$ cat src/rtl/core/bls_pkg.sv
`default_nettype none
package bls_pkg;

	localparam int COORD_BITS  = 12;
	localparam int ERR_BITS    = COORD_BITS + 2;
	localparam int COLOR_BITS  = 32;
	localparam int QUEUE_DEPTH = 2;
	localparam int QPTR_BITS   = (QUEUE_DEPTH > 1) ? $clog2(QUEUE_DEPTH) : 1;
	localparam int QCNT_BITS   = $clog2(QUEUE_DEPTH + 1);

	typedef enum logic {
		ACT_LOAD = 1'b0,
		ACT_STEP = 1'b1
	} action_t;

	typedef struct packed {
		action_t                      action;
		logic signed [COORD_BITS-1:0] start_x;
		logic signed [COORD_BITS-1:0] start_y;
		logic signed [COORD_BITS-1:0] end_x;
		logic signed [COORD_BITS-1:0] end_y;
		logic [COLOR_BITS-1:0]        line_color;
	} in_item_t;

	typedef struct packed {
		logic signed [COORD_BITS-1:0] pixel_x;
		logic signed [COORD_BITS-1:0] pixel_y;
		logic [COLOR_BITS-1:0]        pixel_color;
		logic                         last_pixel;
	} out_item_t;

	// classified command handed from front to back
	typedef struct packed {
		action_t               action;
		logic [COORD_BITS-1:0] start_x;
		logic [COORD_BITS-1:0] start_y;
		logic [COORD_BITS-1:0] delta_major;
		logic [COORD_BITS-1:0] delta_minor;
		logic                  x_dir_neg;
		logic                  y_dir_neg;
		logic                  x_is_major;
		logic [COLOR_BITS-1:0] color;
	} cmd_t;

endpackage
`default_nettype wire

$ cat src/rtl/core/bls_front.sv
`default_nettype none
module bls_front import bls_pkg::*; (
	input  in_item_t item,
	output cmd_t     cmd
);

	logic signed [COORD_BITS:0] diff_x;
	logic signed [COORD_BITS:0] diff_y;
	logic signed [COORD_BITS:0] abs_x;
	logic signed [COORD_BITS:0] abs_y;
	logic [COORD_BITS-1:0]      dx;
	logic [COORD_BITS-1:0]      dy;
	logic                       x_major;

	always_comb begin
		diff_x  = $signed({item.end_x[COORD_BITS-1], item.end_x})
			- $signed({item.start_x[COORD_BITS-1], item.start_x});
		diff_y  = $signed({item.end_y[COORD_BITS-1], item.end_y})
			- $signed({item.start_y[COORD_BITS-1], item.start_y});
		abs_x   = diff_x[COORD_BITS] ? -diff_x : diff_x;
		abs_y   = diff_y[COORD_BITS] ? -diff_y : diff_y;
		dx      = abs_x[COORD_BITS-1:0];
		dy      = abs_y[COORD_BITS-1:0];
		x_major = dx > dy;

		cmd.action      = item.action;
		cmd.start_x     = item.start_x;
		cmd.start_y     = item.start_y;
		cmd.delta_major = x_major ? dx : dy;
		cmd.delta_minor = x_major ? dy : dx;
		cmd.x_dir_neg   = !(item.start_x < item.end_x);
		cmd.y_dir_neg   = !(item.start_y < item.end_y);
		cmd.x_is_major  = x_major;
		cmd.color       = item.line_color;
	end

endmodule
`default_nettype wire

$ cat src/rtl/core/bls_queue.sv
`default_nettype none
module bls_queue import bls_pkg::*; (
	input  logic clk,
	input  logic arst_n,
	input  logic push_valid,
	output logic push_stall,
	input  cmd_t push_cmd,
	output logic pop_valid,
	input  logic pop_stall,
	output cmd_t pop_cmd
);

	cmd_t                 mem_q [QUEUE_DEPTH];
	logic [QPTR_BITS-1:0] wr_ptr_q;
	logic [QPTR_BITS-1:0] rd_ptr_q;
	logic [QCNT_BITS-1:0] count_q;
	logic                 push;
	logic                 pop;

	assign push_stall = count_q == QCNT_BITS'(QUEUE_DEPTH);
	assign pop_valid  = count_q != '0;
	assign pop_cmd    = mem_q[rd_ptr_q];
	assign push       = push_valid && !push_stall;
	assign pop        = pop_valid && !pop_stall;

	always_ff @(posedge clk) begin
		if (push) begin
			mem_q[wr_ptr_q] <= push_cmd;
		end
	end

	always_ff @(posedge clk or negedge arst_n) begin
		if (!arst_n) begin
			wr_ptr_q <= '0;
			rd_ptr_q <= '0;
			count_q  <= '0;
		end else begin
			if (push) begin
				wr_ptr_q <= (wr_ptr_q == QPTR_BITS'(QUEUE_DEPTH - 1)) ? '0 : wr_ptr_q + 1'b1;
			end
			if (pop) begin
				rd_ptr_q <= (rd_ptr_q == QPTR_BITS'(QUEUE_DEPTH - 1)) ? '0 : rd_ptr_q + 1'b1;
			end
			if (push && !pop) begin
				count_q <= count_q + 1'b1;
			end else if (pop && !push) begin
				count_q <= count_q - 1'b1;
			end
		end
	end

endmodule
`default_nettype wire

$ cat src/rtl/core/bls_back.sv
`default_nettype none
module bls_back import bls_pkg::*; (
	input  logic      clk,
	input  logic      arst_n,
	input  logic      cmd_valid,
	output logic      cmd_stall,
	input  cmd_t      cmd,
	output logic      pixel_valid,
	input  logic      pixel_stall,
	output out_item_t pixel
);

	logic [COORD_BITS-1:0] cur_x_q;
	logic [COORD_BITS-1:0] cur_y_q;
	logic [COORD_BITS-1:0] delta_major_q;
	logic [COORD_BITS-1:0] delta_minor_q;
	logic                  x_dir_neg_q;
	logic                  y_dir_neg_q;
	logic                  x_is_major_q;
	logic [ERR_BITS-1:0]   err_acc_q;
	logic [COORD_BITS-1:0] steps_left_q;
	logic [COLOR_BITS-1:0] held_color_q;
	logic                  pixel_valid_q;
	out_item_t             pixel_q;

	logic                  out_free;
	logic                  busy;
	logic                  take;
	logic                  emit;
	logic [ERR_BITS-1:0]   err_sum;
	logic [ERR_BITS-1:0]   err_red;
	logic                  minor_step;
	logic                  step_x;
	logic                  step_y;
	logic [COORD_BITS-1:0] next_x;
	logic [COORD_BITS-1:0] next_y;
	logic [COORD_BITS-1:0] next_steps;

	assign out_free = !pixel_valid_q || !pixel_stall;
	assign busy     = steps_left_q != '0;
	assign cmd_stall = cmd.action == ACT_STEP && busy && !out_free;
	assign take      = cmd_valid && !cmd_stall;
	assign emit      = take && cmd.action == ACT_STEP && busy;

	always_comb begin
		err_sum    = err_acc_q + ERR_BITS'(delta_minor_q);
		err_red    = err_sum - ERR_BITS'(delta_major_q);
		minor_step = err_sum > ERR_BITS'(delta_major_q);
		step_x     = x_is_major_q || minor_step;
		step_y     = !x_is_major_q || minor_step;
		next_x     = step_x ? (x_dir_neg_q ? cur_x_q - 1'b1 : cur_x_q + 1'b1) : cur_x_q;
		next_y     = step_y ? (y_dir_neg_q ? cur_y_q - 1'b1 : cur_y_q + 1'b1) : cur_y_q;
		next_steps = steps_left_q - 1'b1;
	end

	always_ff @(posedge clk or negedge arst_n) begin
		if (!arst_n) begin
			cur_x_q       <= '0;
			cur_y_q       <= '0;
			delta_major_q <= '0;
			delta_minor_q <= '0;
			x_dir_neg_q   <= 1'b0;
			y_dir_neg_q   <= 1'b0;
			x_is_major_q  <= 1'b0;
			err_acc_q     <= '0;
			steps_left_q  <= '0;
			held_color_q  <= '0;
			pixel_valid_q <= 1'b0;
		end else begin
			if (take && cmd.action == ACT_LOAD) begin
				cur_x_q       <= cmd.start_x;
				cur_y_q       <= cmd.start_y;
				delta_major_q <= cmd.delta_major;
				delta_minor_q <= cmd.delta_minor;
				x_dir_neg_q   <= cmd.x_dir_neg;
				y_dir_neg_q   <= cmd.y_dir_neg;
				x_is_major_q  <= cmd.x_is_major;
				err_acc_q     <= ERR_BITS'(cmd.delta_major >> 1);
				steps_left_q  <= cmd.delta_major;
				held_color_q  <= cmd.color;
			end else if (emit) begin
				cur_x_q      <= next_x;
				cur_y_q      <= next_y;
				err_acc_q    <= minor_step ? err_red : err_sum;
				steps_left_q <= next_steps;
			end
			if (emit) begin
				pixel_valid_q <= 1'b1;
			end else if (!pixel_stall) begin
				pixel_valid_q <= 1'b0;
			end
		end
	end

	always_ff @(posedge clk) begin
		if (emit) begin
			pixel_q.pixel_x     <= next_x;
			pixel_q.pixel_y     <= next_y;
			pixel_q.pixel_color <= held_color_q;
			pixel_q.last_pixel  <= next_steps == '0;
		end
	end

	assign pixel_valid = pixel_valid_q;
	assign pixel       = pixel_q;

`ifndef NO_ASSERTIONS
	a_err_bounded: assert property (@(posedge clk) disable iff (!arst_n)
		err_acc_q <= ERR_BITS'(delta_major_q))
		else $error("error term above major delta");

	a_steps_bounded: assert property (@(posedge clk) disable iff (!arst_n)
		steps_left_q <= delta_major_q)
		else $error("step count above major delta");

	a_minor_le_major: assert property (@(posedge clk) disable iff (!arst_n)
		delta_minor_q <= delta_major_q)
		else $error("minor delta above major delta");

	a_emit_counts: assert property (@(posedge clk) disable iff (!arst_n)
		emit |=> steps_left_q == $past(steps_left_q) - 1'b1)
		else $error("step count did not advance on emitted pixel");
`endif

endmodule
`default_nettype wire

$ cat src/rtl/core/bresenham_line_stepper.sv
`default_nettype none
// An accepted item is written into the command queue, read by the back end;
// the pixel of a step item is then registered in the output register.
// Throughput: one item per cycle when nothing stalls, set by the back-end step;
// a 2-entry command queue decouples input and output stalls.
// Reset (arst_n low): queue emptied, output invalid, stepper idle with no line.
module bresenham_line_stepper import bls_pkg::*; (
	input  logic      clk,
	input  logic      arst_n,
	input  logic      item_valid,
	output logic      item_stall,
	input  in_item_t  item,
	output logic      pixel_valid,
	input  logic      pixel_stall,
	output out_item_t pixel
);

	cmd_t front_cmd;
	cmd_t queue_cmd;
	logic queue_valid;
	logic queue_stall;

	bls_front u_front (
		.item (item),
		.cmd  (front_cmd)
	);

	bls_queue u_queue (
		.clk        (clk),
		.arst_n     (arst_n),
		.push_valid (item_valid),
		.push_stall (item_stall),
		.push_cmd   (front_cmd),
		.pop_valid  (queue_valid),
		.pop_stall  (queue_stall),
		.pop_cmd    (queue_cmd)
	);

	bls_back u_back (
		.clk         (clk),
		.arst_n      (arst_n),
		.cmd_valid   (queue_valid),
		.cmd_stall   (queue_stall),
		.cmd         (queue_cmd),
		.pixel_valid (pixel_valid),
		.pixel_stall (pixel_stall),
		.pixel       (pixel)
	);

endmodule
`default_nettype wire
$ cat config.mk
export PLATFORM = sky130hd
export DESIGN_NAME = bresenham_line_stepper
export DESIGN_NICKNAME = d
export VERILOG_FILES = /design/src/rtl/core/bls_pkg.sv /design/src/rtl/core/bls_front.sv /design/src/rtl/core/bls_queue.sv /design/src/rtl/core/bls_back.sv /design/src/rtl/core/bresenham_line_stepper.sv
export SDC_FILE = /design/constraint.sdc
export NUM_CORES = 1
export LEC_CHECK = 0
export BUFFER_PORTS_ARGS = -buffer_cell sky130_fd_sc_hd__buf_2
export CAP_MARGIN = 5
export CORE_MARGIN = 2
export CORE_UTILIZATION = 34
export DETAILED_ROUTE_END_ITERATION = 10
export GPL_TIMING_DRIVEN = 0
export PLACE_DENSITY = 0.53
export SETUP_SLACK_MARGIN = 0.3
export SYNTH_ARGS = -nofsm -noshare
export SYNTH_HDL_FRONTEND = slang
export SYNTH_SLANG_ARGS = --single-unit
$ cat constraint.sdc
create_clock -name clk -period 5 [get_ports clk]
set_clock_uncertainty 0.2 [all_clocks]
set_input_delay 0.75 -clock clk [delete_from_list [all_inputs] [get_ports clk]]
set_output_delay 0.75 -clock clk [all_outputs]
set_load 0.02 [all_outputs]
## Word level (Yosys, flattened, before mapping)

Memories as Yosys holds them, arrays and structs flattened.
Cells that the tools add are included.

| word-level totals | value |
|---|---|
| bits in registers | 171 |
| RAM bits | 168 |
| input bits | 85 |
| output and inout port bits | 59 |
| word-level logic and storage cells | 93 |
| memories | 1 |

| cells by class | value |
|---|---|
| add/sub/neg operators | 15 |
| magnitude comparators | 4 |
| eq/ne operators | 2 |
| mux-type cells | 25 |
| bitwise operators | 1 |
| reduce and logical (&&, ||, !) cells | 27 |

Memory list:

| memory | words | bits a word | rd ports | clocked after Yosys merged registers in | wr ports | line | source |
|---|---|---|---|---|---|---|---|
| u_queue.mem_q | 2 | 84 | 1 | 0 | 1 | bls_queue.sv:13 | `cmd_t mem_q [QUEUE_DEPTH];` |

Operators with widths:

| kind | number |
|---|---|
| $mux 12 | 14 |
| $mux 14 | 3 |
| $sub 12x1->12 const B | 3 |
| $sub 12x12->13 | 2 |
| $add 12x1->12 const B | 2 |
| $lt 12x12->1 | 2 |
| $neg 12->12 | 2 |
| $add 14x12->14 | 1 |
| $gt 14x12->1 | 1 |
| $sub 14x12->14 | 1 |
| $gt 12x12->1 | 1 |
| $logic_not 12->1 | 1 |
| $reduce_bool 12->1 | 1 |
| $logic_not 1->1 | 10 |
| $logic_and 1x1->1 | 9 |
| $mux 1 | 6 |
| $reduce_bool 2->1 | 3 |
| $mux 2 | 2 |
| $logic_or 1x1->1 | 3 |
| $add 1x1->1 const B | 2 |
| $add 2x1->2 const B | 1 |
| $eq 2x2->1 const B | 1 |
| $ne 2x1->1 const B | 1 |
| $sub 2x1->2 const B | 1 |
| $not 1->1 | 1 |

## Depth between registers and ports, before layout

Gate-level depths: netlist (run 1).

| logic depth | value |
|---|---|
| depth after elaboration | 10 |
| gate-level depth with buffers | 23 |

## Hierarchy

A second synthesis (run 1) with hierarchy kept.

| second synthesis, totals | value |
|---|---|
| cells, all modules | 1544 |
| area, all modules | 17979.7 um^2 |

Modules (own cells, without submodules):

| module | instances | cells each | area each (um^2) | seq. area each (um^2) |
|---|---|---|---|---|
| bls_back | 1 | 870 | 8827.2 | 4464.3 |
| bls_queue | 1 | 280 | 6269.8 | 5144.9 |
| bls_front | 1 | 394 | 2882.8 | 0.0 |

## Worst setup path after synthesis (run 1)

OpenSTA, ideal clock, no wires.

| timing path | value |
|---|---|
| path type | in2reg |
| start | input port item[44] (netlist name) |
| end | memory u_queue.mem_q[0][38] (netlist name), data pin |
| data arrival time | 5.214 ns |
| path slack | -0.699 ns |
| cell stages on the path | 20 |
| buffers on the path | 1 |
| cells stage by stage | inv_1 ha_1 inv_1 fa_1 a211oi_1 o21ai_1 nand4_1 or4bb_1 or2_0 or4_1 a22oi_1 xor2_1 inv_1 ha_1 nand4_1 a211oi_1 a2111oi_0 nor2_1 clkbuf_1 mux2i_1 |

RTL lines:

| item | line | source |
|---|---|---|
| start, declared | bresenham_line_stepper.sv:12 | `input in_item_t item,` |
| end, declared | bls_queue.sv:13 |  |

==> summary.md, run 1 <==
| Metric | Value |
|---|---|
| Final worst slack | `-8.66 ps` |
| Startpoint Class | `input port` |
| Starting DRT DRC Count | `800` |
| Total Routing Usage GR | `17.2%` |
| Area of the mapped netlist | `0.0170 mm^2` |
| RSZ-0062 raised after global routing | `yes` |
| First-pass GRT wire length | `68.2 mm` |
| CP arrival | `5100 ps` |
| Final hold vios | `0` |
| Hpwl dp | `31.6 mm` |
| Fillers | `4601` |
| Row count | `81` |
| DRC violation count after routing | `0` |
| Layout cells sized above 1 | `21.4%` |
| CTS tree | `built` |
| Setup CP Type | `in -> reg` |
| Fraction of registers with async set/reset | `33.6%` |
| Netlist cell types | `67` |
| Io pins | `144` |
| Pre-antenna DRT Iters | `5` |
| Largest net degree at the start of global routing | `63` |
| Final Cycle Share | `100%` |
| Post-synthesis average cell area | `11.8 um^2` |
| Worst-path clk slew | `60 ps` |
| F_max | `200 MHz` |
| FF+latch count, synth | `339` |
| CTS Buffer Depth | `3` |
| CTS Buf Count | `38` |
| Clock root buffer | `clkbuf_16` |
| Placer Congestion | `0.849` |
| Max-cap violations | `0` |
| Port-buffer cells | `143` |
| Remaining Overflow, GRT | `0` |
| Hold-fix buffers at CTS | `0` |
| Diode count | `0` |
| Final min period | `5010 ps` |
| CP Capture Type | `register` |
| Worst-Margin Slew | `945 ps` |
| Slew Limit Fails | `0` |
| Finished Core Util | `42.9%` |
| Core Region | `0.0492 mm^2` |
| DR vias | `11900` |
| Synth Instances | `1441` |
| Area of the multi-input gates | `0.00750 mm^2` |
| Outcome | `finished, violations left` |
| Sink Count | `339` |
| Antenna violations before repair | `0` |
| Routed wire length | `44.4 mm` |
| Die Y | `227 um` |
| Chip width | `227 um` |
| Final setup violation count | `2` |
| Worst hold slack | `22.7 ps` |
| Max-slew headroom | `36.7%` |
| Initial Utilization | `34.5%` |
| Routed length per placed instance | `18.7 um` |
| Vias in the first global route | `12100` |
| Final #Nets | `1851` |
| P&R area growth vs syn | `24.3%` |
| Sequential Area | `0.00961 mm^2` |
| Skew-Pair Late Insertion Delay | `570 ps` |
| Sequential fraction of the synthesis area | `56.6%` |
| DIE AREA | `0.0517 mm^2` |
| Failing checks | `negative setup slack` |
| Post-Syn Nets | `1619` |
| Worst-path fanout max | `6` |
| Worst Hold Class | `in -> async` |
| CP required | `5100 ps` |
| Post-synth EDFFs | `225` |
| Synth Flop Type | `edfxtp_1` |
| Via density | `5.04` |
| Antenna Nets Post-Route | `0` |
| Syn. warnings | `0` |
| H-tree depth | `2` |
[worst paths after layout]
path | startpoint | endpoint | slack (ps) | cells past startpoint
max | item[56] | u_queue.mem_q[1][57]$_DFFE_PP_ | -9 | 20
min | arst_n | u_back.cur_y_q[8]$_DFFE_PN0P_ | 20 | 1
max reg2reg | u_back.delta_minor_q[0]$_DFFE_PN0P_ | u_back.pixel[42]$_DFFE_PP_ | 480 | 19
min reg2reg | u_back.held_color_q[7]$_DFFE_PN0P_ | u_back.pixel[8]$_DFFE_PP_ | 240 | 0
max in group asynchronous | arst_n | u_back.held_color_q[21]$_DFFE_PN0P_ | 3800 | 2
min in group clk | item[1] | u_queue.mem_q[0][1]$_DFFE_PP_ | 170 | 1
[flip-flops by register name (all words and copies together) (netlist names), 2 cells and up]
register and flops:
u_back.err_acc_q 14, u_back.held_color_q 32, u_queue.mem_q 168, u_back.cur_x_q 12, u_back.cur_y_q 12, u_back.pixel 57, u_queue.count_q 2, u_back.steps_left_q 12
u_back.delta_major_q 12, u_back.delta_minor_q 12
[through the flow]
stage                     setup slack, ps  instances  area, um^2  TNS, ps
after floorplan                      -171       1441       17100    -6440
after global placement              -1180       2248       18600  -152000
after detailed placement            -1230       2254       18800   -55190
after CTS                            95.8       2353       20600        0
after global routing                 -186       2367       21100    -4600
final                               -8.66       2367       21100    -17.3
[kinds of logic after synthesis]
kind of cell,count (synthesis),share of synthesized area [%]
AND/OR/NAND/NOR,350,9.77
adder cells (fa/ha/maj),93,7.12
XOR/XNOR,82,4.23
flip-flops,339,56.6
AO/OA/AOI/OAI,333,12.4
multiplexers,115,6.82
buffers and inverters,129,3.05
[layout by cell type, fill, tap and decap left out, types with 8 or more instances in the layout]
master / instances
buf_6: 12
nand2_1: 122
ha_1: 78
edfxtp_1: 225
xor2_1: 32
nor2_1: 72
a211o_1: 12
o21ai_0: 122
buf_1: 8
buf_4: 37
nand4_1: 13
o221ai_1: 17
buf_2: 138
nand2b_1: 18
o21a_1: 11
a21oi_1: 63
clkinv_1: 8
mux2i_4: 20
nor2b_1: 17
inv_1: 74
nand3_1: 27
nor3_1: 29
a221o_1: 8
mux2i_1: 88
clkbuf_1: 31
xnor2_1: 41
clkbuf_16: 42
a21o_1: 26
dfrtp_1: 114
[critical path: stages]
cell and delay [ps]:
buf_12 110, ha_4 160, fa_2 390, nand2b_4 180
a211oi_4 310, nor4_2 100, a311oi_2 430, o2111ai_2 240
nor4_2 340, mux2i_1 310, xor2_2 260, ha_4 240
nand4_1 150, nor2_2 90, a2111oi_4 340, nor2_2 80
buf_6 150, clkbuf_16 170, buf_6 120, mux2i_4 170
[what timing repair did]
| action | CTS | global route |
|---|---|---|
| pin swaps | 19 | 30 |
| buffers inserted | 27 | 14 |
| gates cloned | 2 | 0 |
| endpoints found under the setup margin | 106 | 106 |
| gates resized for setup | 68 | 75 |
[routing by layer]
| layer | vias up | track usage, % | part of all wire (%) |
|---|---|---|---|
| met3 | 65 | 2.12 | 3.5 |
| li1 | 5774 | - | - |
| met1 | 5897 | 23.1 | 45 |
| met5 | - | 0 | 0 |
| met4 | 0 | 4.76 | 2.4 |
| met2 | 197 | 29.3 | 49 |
[final cells by class]
class / instances / share of cell area, %
Buffer: 50 / 1.38
Clock buffer: 50 / 5.00
Inverter: 79 / 1.49
Timing Repair Buffer: 192 / 6.07
Clock inverter: 20 / 1.06
Multi-Input combinational cell: 973 / 35.5
Sequential cell: 339 / 45.5
Tap cell: 664 / 3.94
[synthesized netlist by cell type (12+ instances only)]
cell      count  area share, %
nand3_1      28           0.83
a21oi_1      66            1.9
edfxtp_1    225             40
xnor2_1      44            2.3
o21ai_0     126            3.7
clkbuf_1     34           0.75
nor2b_1      18           0.66
nor2_1       76            1.7
a211o_1      12           0.62
nand2b_1     19           0.70
mux2i_1     110            6.5
nand2_1     122            2.7
a21o_1       26            1.1
nor3_1       30           0.88
dfrtp_1     114             17
o221ai_1     17           0.88
inv_1        79            1.7
xor2_1       38            2.0
nand4_1      13           0.48
ha_1         87            6.4
Power of run 1 is not shown: default switching activity piles up to over one toggle a cycle in this logic, so the estimate is an artifact.
==> inputs of run 2 (changes only) <==
Settings changed: CORE_UTILIZATION 34 to 56, CTS_BUF_LIST set to sky130_fd_sc_hd__clkbuf_4, PLACE_DENSITY 0.53 to 0.79, SETUP_SLACK_MARGIN 0.3 to 0.4.
==> run 2 against run 1 <==
Net effect: the run now ends clean; maximum frequency rose by 6.1%; cell count decreased by 7.0%; first-iteration DRC count rose by 40%; core utilization up 26 points; largest cell class unchanged.
==> summary.md, run 2 (synthesis results as in run 1) <==
| Metric | Value |
|---|---|
| Worst Hold End | `u_queue.mem_q[0][14]$_DFFE_PP_` |
| Largest net degree at the start of global routing | `94` |
| Vias in the first global route | `12800` |
| CTS Buffer Depth | `3` |
| Met1 global-route usage | `34.4%` |
| Max incr delay on CP | `460 ps` |
| Final Cycle Share | `94.4%` |
| Final std cells w/o fill | `2201` |
| Global-route met2 utilization | `45.1%` |
| Total Routing Usage GR | `26.7%` |
| Io pins | `144` |
| Die Y | `178 um` |
| Routed length per placed instance | `19.8 um` |
| Layout cells sized above 1 | `23.4%` |
| CP Capture Type | `register` |
| P&R area growth vs syn | `21.4%` |
| Routed wire length | `43.7 mm` |
| Dpl cells | `1980` |
| Outcome | `finished clean` |
| Via density | `5.92` |
| Initial Utilization | `57.1%` |
| Worst Hold Class | `in -> reg` |
| CTS tree | `built` |
| Antenna violations before repair | `1` |
| DIE AREA | `0.0317 mm^2` |
| Row count | `63` |
| Setup CP Type | `in -> reg` |
| Slowest-stage cell, CP | `or4bb_4` |
| Final #Nets | `1922` |
| Largest register FFs | `168` |
| CP cell instances | `buf_8, inv_12, ha_4, inv_2, fa_2, a211oi_4, o21ai_2, nand4_1, or4bb_4, or2_0, or4_1, a22oi_2, xor2_2, inv_2, ha_4, nand4_1, nor2_2, a2111oi_4, nor2_2, buf_6, buf_12, mux2i_4` |
| RSZ-0062 raised after global routing | `yes` |
| Most frequent cells in the layout | `edfxtp_1, buf_2, clkbuf_4` |
| Sink Count | `339` |
| First-pass GRT wire length | `65.9 mm` |
| Starting DRT DRC Count | `1118` |
| Placer Congestion | `0.880` |
| R2r worst-path depth | `12` |
| Core Region | `0.0297 mm^2` |
| Worst-path fanout max | `6` |
| H-tree depth | `3` |
| Worst-Margin Slew | `970 ps` |
| Most used routing layer | `met2` |
| DRC violation count after routing | `0` |
| CTS Buf Count | `83` |
| Reg2reg start | `u_back.steps_left_q[1]$_DFFE_PN0P_` |
| Startpoint Class | `input port` |
| CP required | `5190 ps` |
| Global routing usage on met3 | `4.77%` |
| Max-cap violations | `0` |
| Worst hold path cell count | `1` |
| Final min period | `4720 ps` |
| Final hold vios | `0` |
| F_max | `212 MHz` |
| Clock root buffer | `clkbuf_4` |
| Port-buffer cells | `143` |
| Final setup violation count | `0` |
| Hold_sp | `item[14]` |
| Most common library cell in the layout ignoring fill and taps | `edfxtp_1` |
| R2r setup slk | `600 ps` |
| Slew Limit Fails | `0` |
| CP arrival | `4910 ps` |
| Fillers | `2005` |
| Worst-path clk slew | `90 ps` |
| Top reg by flops | `u_queue.mem_q` |
| Max-slew headroom | `35.4%` |
| Remaining Overflow, GRT | `0` |
| Worst r2r dst | `u_back.err_acc_q[8]$_DFFE_PN0P_` |
| Skew-Pair Late Insertion Delay | `730 ps` |
| Hpwl dp | `28.8 mm` |
| Pre-antenna DRT Iters | `8` |
| Chip width | `178 um` |
| DR vias | `13000` |
| Antenna Nets Post-Route | `0` |
| Setup TNS | `0 ps` |
-- run 2: cell count changes in the layout (fill, tap and decap cells not counted), moves of 5 or more --
| cell | delta |
|---|---|
| dlygate4sd3_1 | +32 |
| clkbuf_8 | -6 |
| buf_6 | -7 |
| mux2i_2 | +7 |
| mux2i_4 | -8 |
| buf_2 | +5 |
| clkbuf_16 | -42 |
| clkbuf_1 | -6 |
| clkbuf_4 | +131 |
-- run 2: cell type report --
| type | count | area (um^2) | area share (%) |
|---|---|---|---|
| diodes | 1 | 2.50 | 0.0121 |
| plain buffers | 50 | 277 | 1.34 |
| clock buffers | 133 | 998 | 4.84 |
| clock inverters | 18 | 116 | 0.565 |
| inverters | 79 | 314 | 1.52 |
| multi-input cells | 973 | 7300 | 35.4 |
| flip-flops and latches | 339 | 9610 | 46.6 |
| well taps | 390 | 488 | 2.37 |
| repair buffers | 218 | 1500 | 7.29 |
-- run 2: worst max-delay path by stage --
stage | end | depth (start not counted) | startpoint | slack (ps)
3_5_place_dp | u_queue.mem_q[0][51]$_DFFE_PP_ | 21 | item[44] | -1070
3_3_place_gp | u_queue.mem_q[0][47]$_DFFE_PP_ | 21 | item[44] | -990
5_1_grt | u_queue.mem_q[1][51]$_DFFE_PP_ | 25 | item[44] | 140
4_1_cts | u_queue.mem_q[0][51]$_DFFE_PP_ | 22 | item[44] | 310
6_report | u_queue.mem_q[0][51]$_DFFE_PP_ | 22 | item[44] | 280
2_1_floorplan | u_queue.mem_q[0][48]$_DFFE_PP_ | 20 | item[44] | -170
-- run 2: what timing repair did --
item	in CTS	in global routing
gates cloned	2	0
endpoints found under the setup margin	104	108
gates resized for setup	53	58
hold buffers	24	8
endpoints found under the hold margin	64	13
pin swaps	12	18
buffers inserted	27	8
-- run 2: metrics by stage --
| stage | setup WS [ps] | hold WS [ps] | utilization [%] | cell area [um^2] |
|---|---|---|---|---|
| final | 278 | 10.4 | 69.4 | 20600 |
| after global routing | 136 | -20.5 | 69.4 | 20600 |
| after CTS | 308 | 1.07 | 68.1 | 20200 |
| after detailed placement | -1070 | 236 | 62.0 | 18400 |
| after global placement | -991 | 229 | 61.5 | 18300 |
| after floorplan | -171 | 225 | - | 17100 |
-- run 2: metal layers --
metal / up-vias / part of all wire (%)
met5: - / 0
met4: 0 / 3.0
met3: 112 / 7.2
met2: 590 / 50
met1: 6349 / 40
li1: 5978 / -
-- run 2: critical path, delay by kind of cell --
family | cells | cell delay [ps]
buffers and inverters | 6 | 550
AND/OR/NAND/NOR | 7 | 1490
multiplexers | 1 | 200
AO/OA/AOI/OAI | 4 | 940
adder cells (fa/ha/maj) | 3 | 730
XOR/XNOR | 1 | 220
Power of run 2 is left out for the same reason.
==> inputs of run 3 (changes only) <==
Settings changed: CORE_UTILIZATION 56 to 57, PLACE_DENSITY 0.79 to 0.8, SYNTH_HIERARCHICAL set to 1.
==> run 3 against run 2 <==
Net effect: via count up 0.64%; clock-buffer cell count unchanged; area after synthesis up 5.9%; setup slack better by 190 ps; synthesized cell count up 7.1%; register-to-register slack worse by 120 ps; sequential share of layout area down 1.7 points; flip-flop and latch count unchanged; global-route usage down 1.2 points; die area up 4.0%; cell count up 3.9%; first-iteration DRC count up 0.72%; critical endpoint is now u_queue/mem_q[0][53]$_DFFE_PP_.
==> summary.md, run 3 <==
| Metric | Value |
|---|---|
| Worst hold path cell count | `1` |
| Compound-Gate Fraction of Synth Area | `10.4%` |
| Vias in the first global route | `12900` |
| Starting DRT DRC Count | `1126` |
| Core Region | `0.0313 mm^2` |
| Final setup violation count | `0` |
| Routed length per placed instance | `18.7 um` |
| Syn. warnings | `6` |
| Synth Area in XOR/XNOR | `4.41%` |
| Max-slew headroom | `36.4%` |
| Pre-antenna DRT Iters | `6` |
| CP arrival | `4830 ps` |
| Post-synthesis average cell area | `11.6 um^2` |
| Hpwl dp | `29.4 mm` |
| Io pins | `144` |
| Final min period | `4540 ps` |
| Placer Congestion | `0.906` |
| R2r worst-path depth | `18` |
| Top reg by flops | `u_queue/mem_q` |
| CTS tree | `built` |
| Slew Limit Fails | `0` |
| Most common library cell in the layout ignoring fill and taps | `edfxtp_1` |
| Sequential Area | `0.00961 mm^2` |
| Fillers | `2215` |
| Remaining Overflow, GRT | `0` |
| Worst-path fanout max | `10` |
| CTS Buffer Depth | `3` |
| F_max | `220 MHz` |
| Post-synth EDFFs | `225` |
| Largest net degree at the start of global routing | `92` |
| CP required | `5300 ps` |
| Netlist cell types | `82` |
| DIE AREA | `0.0330 mm^2` |
| Worst Hold Class | `in -> reg` |
| Most frequent cells in the layout | `edfxtp_1, nand2_1, clkbuf_4` |
| FF+latch count, synth | `339` |
| R2r setup slk | `480 ps` |
| Chip width | `182 um` |
| Final #Nets | `1987` |
| Via density | `5.74` |
| Post-synthesis adder-cell area fraction | `6.72%` |
| Worst r2r dst | `u_back/cur_x_q[4]$_DFFE_PN0P_` |
| Total Routing Usage GR | `25.5%` |
| CTS Buf Count | `85` |
| DR vias | `13100` |
| Reg2reg start | `u_back/delta_minor_q[0]$_DFFE_PN0P_` |
| Worst Hold End | `u_queue/mem_q[1][83]$_DFFE_PP_` |
| Post-synth top area cell | `edfxtp_1` |
| Routed wire length | `42.8 mm` |
| Worst-path clk slew | `70 ps` |
| Synth Instances | `1544` |
| Clock root buffer | `clkbuf_4` |
| Row count | `65` |
| First-pass GRT wire length | `66.2 mm` |
| Hold_sp | `item[80]` |
| Setup CP Type | `in -> reg` |
| Final Cycle Share | `90.7%` |
| Layout cells sized above 1 | `26.7%` |
| Area of the mapped netlist | `0.0180 mm^2` |
| Worst-Margin Slew | `952 ps` |
| Die Y | `182 um` |
| Fraction of registers with async set/reset | `33.6%` |
| Antenna Nets Post-Route | `0` |
| DRC violation count after routing | `0` |
| Max-cap violations | `0` |
| Synth area leaders | `edfxtp_1, dfrtp_1, ha_1, nand2_1, mux2_1` |
| Synth Flop Type | `edfxtp_1` |
| Post-Synth Simple-Gate Area | `11.4%` |
| Worst hold slack | `59.6 ps` |
| Port-buffer cells | `110` |
| Sequential fraction of the synthesis area | `53.4%` |
| Post-Syn Nets | `1722` |
| Area of the multi-input gates | `0.00778 mm^2` |
| Final hold vios | `0` |
| H-tree depth | `3` |
| Initial Utilization | `57.4%` |
| Sink Count | `339` |
| Antenna violations before repair | `3` |
| Commonest cells post-synth | `edfxtp_1, nand2_1, dfrtp_1` |
| Count leader, synth | `edfxtp_1` |
| Largest register FFs | `168` |
| Startpoint Class | `input port` |
| P&R area growth vs syn | `19.0%` |
| Post-synthesis mux area share | `7.99%` |
| Skew-Pair Late Insertion Delay | `750 ps` |
| Post-synth top area share | `37.6%` |
| RSZ-0062 raised after global routing | `yes` |
| Largest family of logic cells by synthesized area | `simple AND/OR/NAND/NOR gates` |
| CP Capture Type | `register` |
| Outcome | `finished clean` |
run 3: logic make-up (layout without fill, tap and decap cells):
logic type               Yosys count  in the layout
buffers and inverters            192            529
AO/OA/AOI/OAI                    271            271
XOR/XNOR                          88             88
AND/OR/NAND/NOR                  430            430
other                              0              3
multiplexers                     131            131
flip-flops                       339            339
adder cells (fa/ha/maj)           93             93
run 3: worst max path at each step:
stage | from | end | slack (ps) | depth (start not counted)
6_report | item[44] | u_queue/mem_q[0][53]$_DFFE_PP_ | 460 | 20
5_1_grt | u_back/delta_minor_q[0]$_DFFE_PN0P_ | u_back/cur_y_q[10]$_DFFE_PN0P_ | 330 | 18
4_1_cts | item[44] | u_queue/mem_q[1][42]$_DFFE_PP_ | 410 | 22
3_5_place_dp | item[44] | u_queue/mem_q[1][54]$_DFFE_PP_ | -620 | 22
3_3_place_gp | item[44] | u_queue/mem_q[0][54]$_DFFE_PP_ | -480 | 22
2_1_floorplan | item[44] | u_queue/mem_q[0][36]$_DFFE_PP_ | 270 | 21
run 3: critical path, cell delays in order:
cell and delay, ps:
buf_2 140, inv_8 30, ha_4 160, fa_2 370
nand2b_4 170, a211oi_4 240, buf_4 160, buf_4 110
o211ai_1 180, nor4_4 410, a41oi_2 230, xnor2_2 240
inv_1 70, ha_1 340, nand4_1 170, nor2_1 220
a2111oi_4 80, nor2_4 220, buf_8 210, mux2i_2 310
run 3: routing by layer:
metal | track usage (%) | routed length, um
met3 | 4.57 | 2590
met1 | 33.6 | 18100
met4 | 11.0 | 1240
met2 | 41.7 | 20800
met5 | 0 | 0
run 3: layout make-up:
type                            count  area share, %
Clock buffer                      133           4.67
Tap cell                          402           2.35
Timing Repair Buffer              178           5.91
Antenna cell                        3         0.0351
Clock inverter                     26          0.795
Inverter                           87           1.56
Multi-Input combinational cell   1013           36.3
Buffer                            105           3.43
Sequential cell                   339           44.9
run 3: timing repair:
action	CTS	global route
gates cloned	0	0
setup buffers	16	14
hold endpoints to repair	87	0
setup endpoints to repair	93	106
hold buffers	33	0
pin swaps	8	23
resized for setup	25	57
run 3: per-stage QoR:
step / util (%) / instance area [um^2] / setup TNS, ps / worst slack, ps / cells
floorplan: - / 18000 / 0 / 266 / 1544
global placement: 61.0 / 19100 / -27780 / -481 / 2056
detailed placement: 61.4 / 19200 / -23920 / -616 / 2061
CTS: 67.0 / 21000 / 0 / 405 / 2269
global route: 68.3 / 21400 / 0 / 335 / 2286
finish: 68.3 / 21400 / 0 / 464 / 2286
Power of run 3 is left out for the same reason.
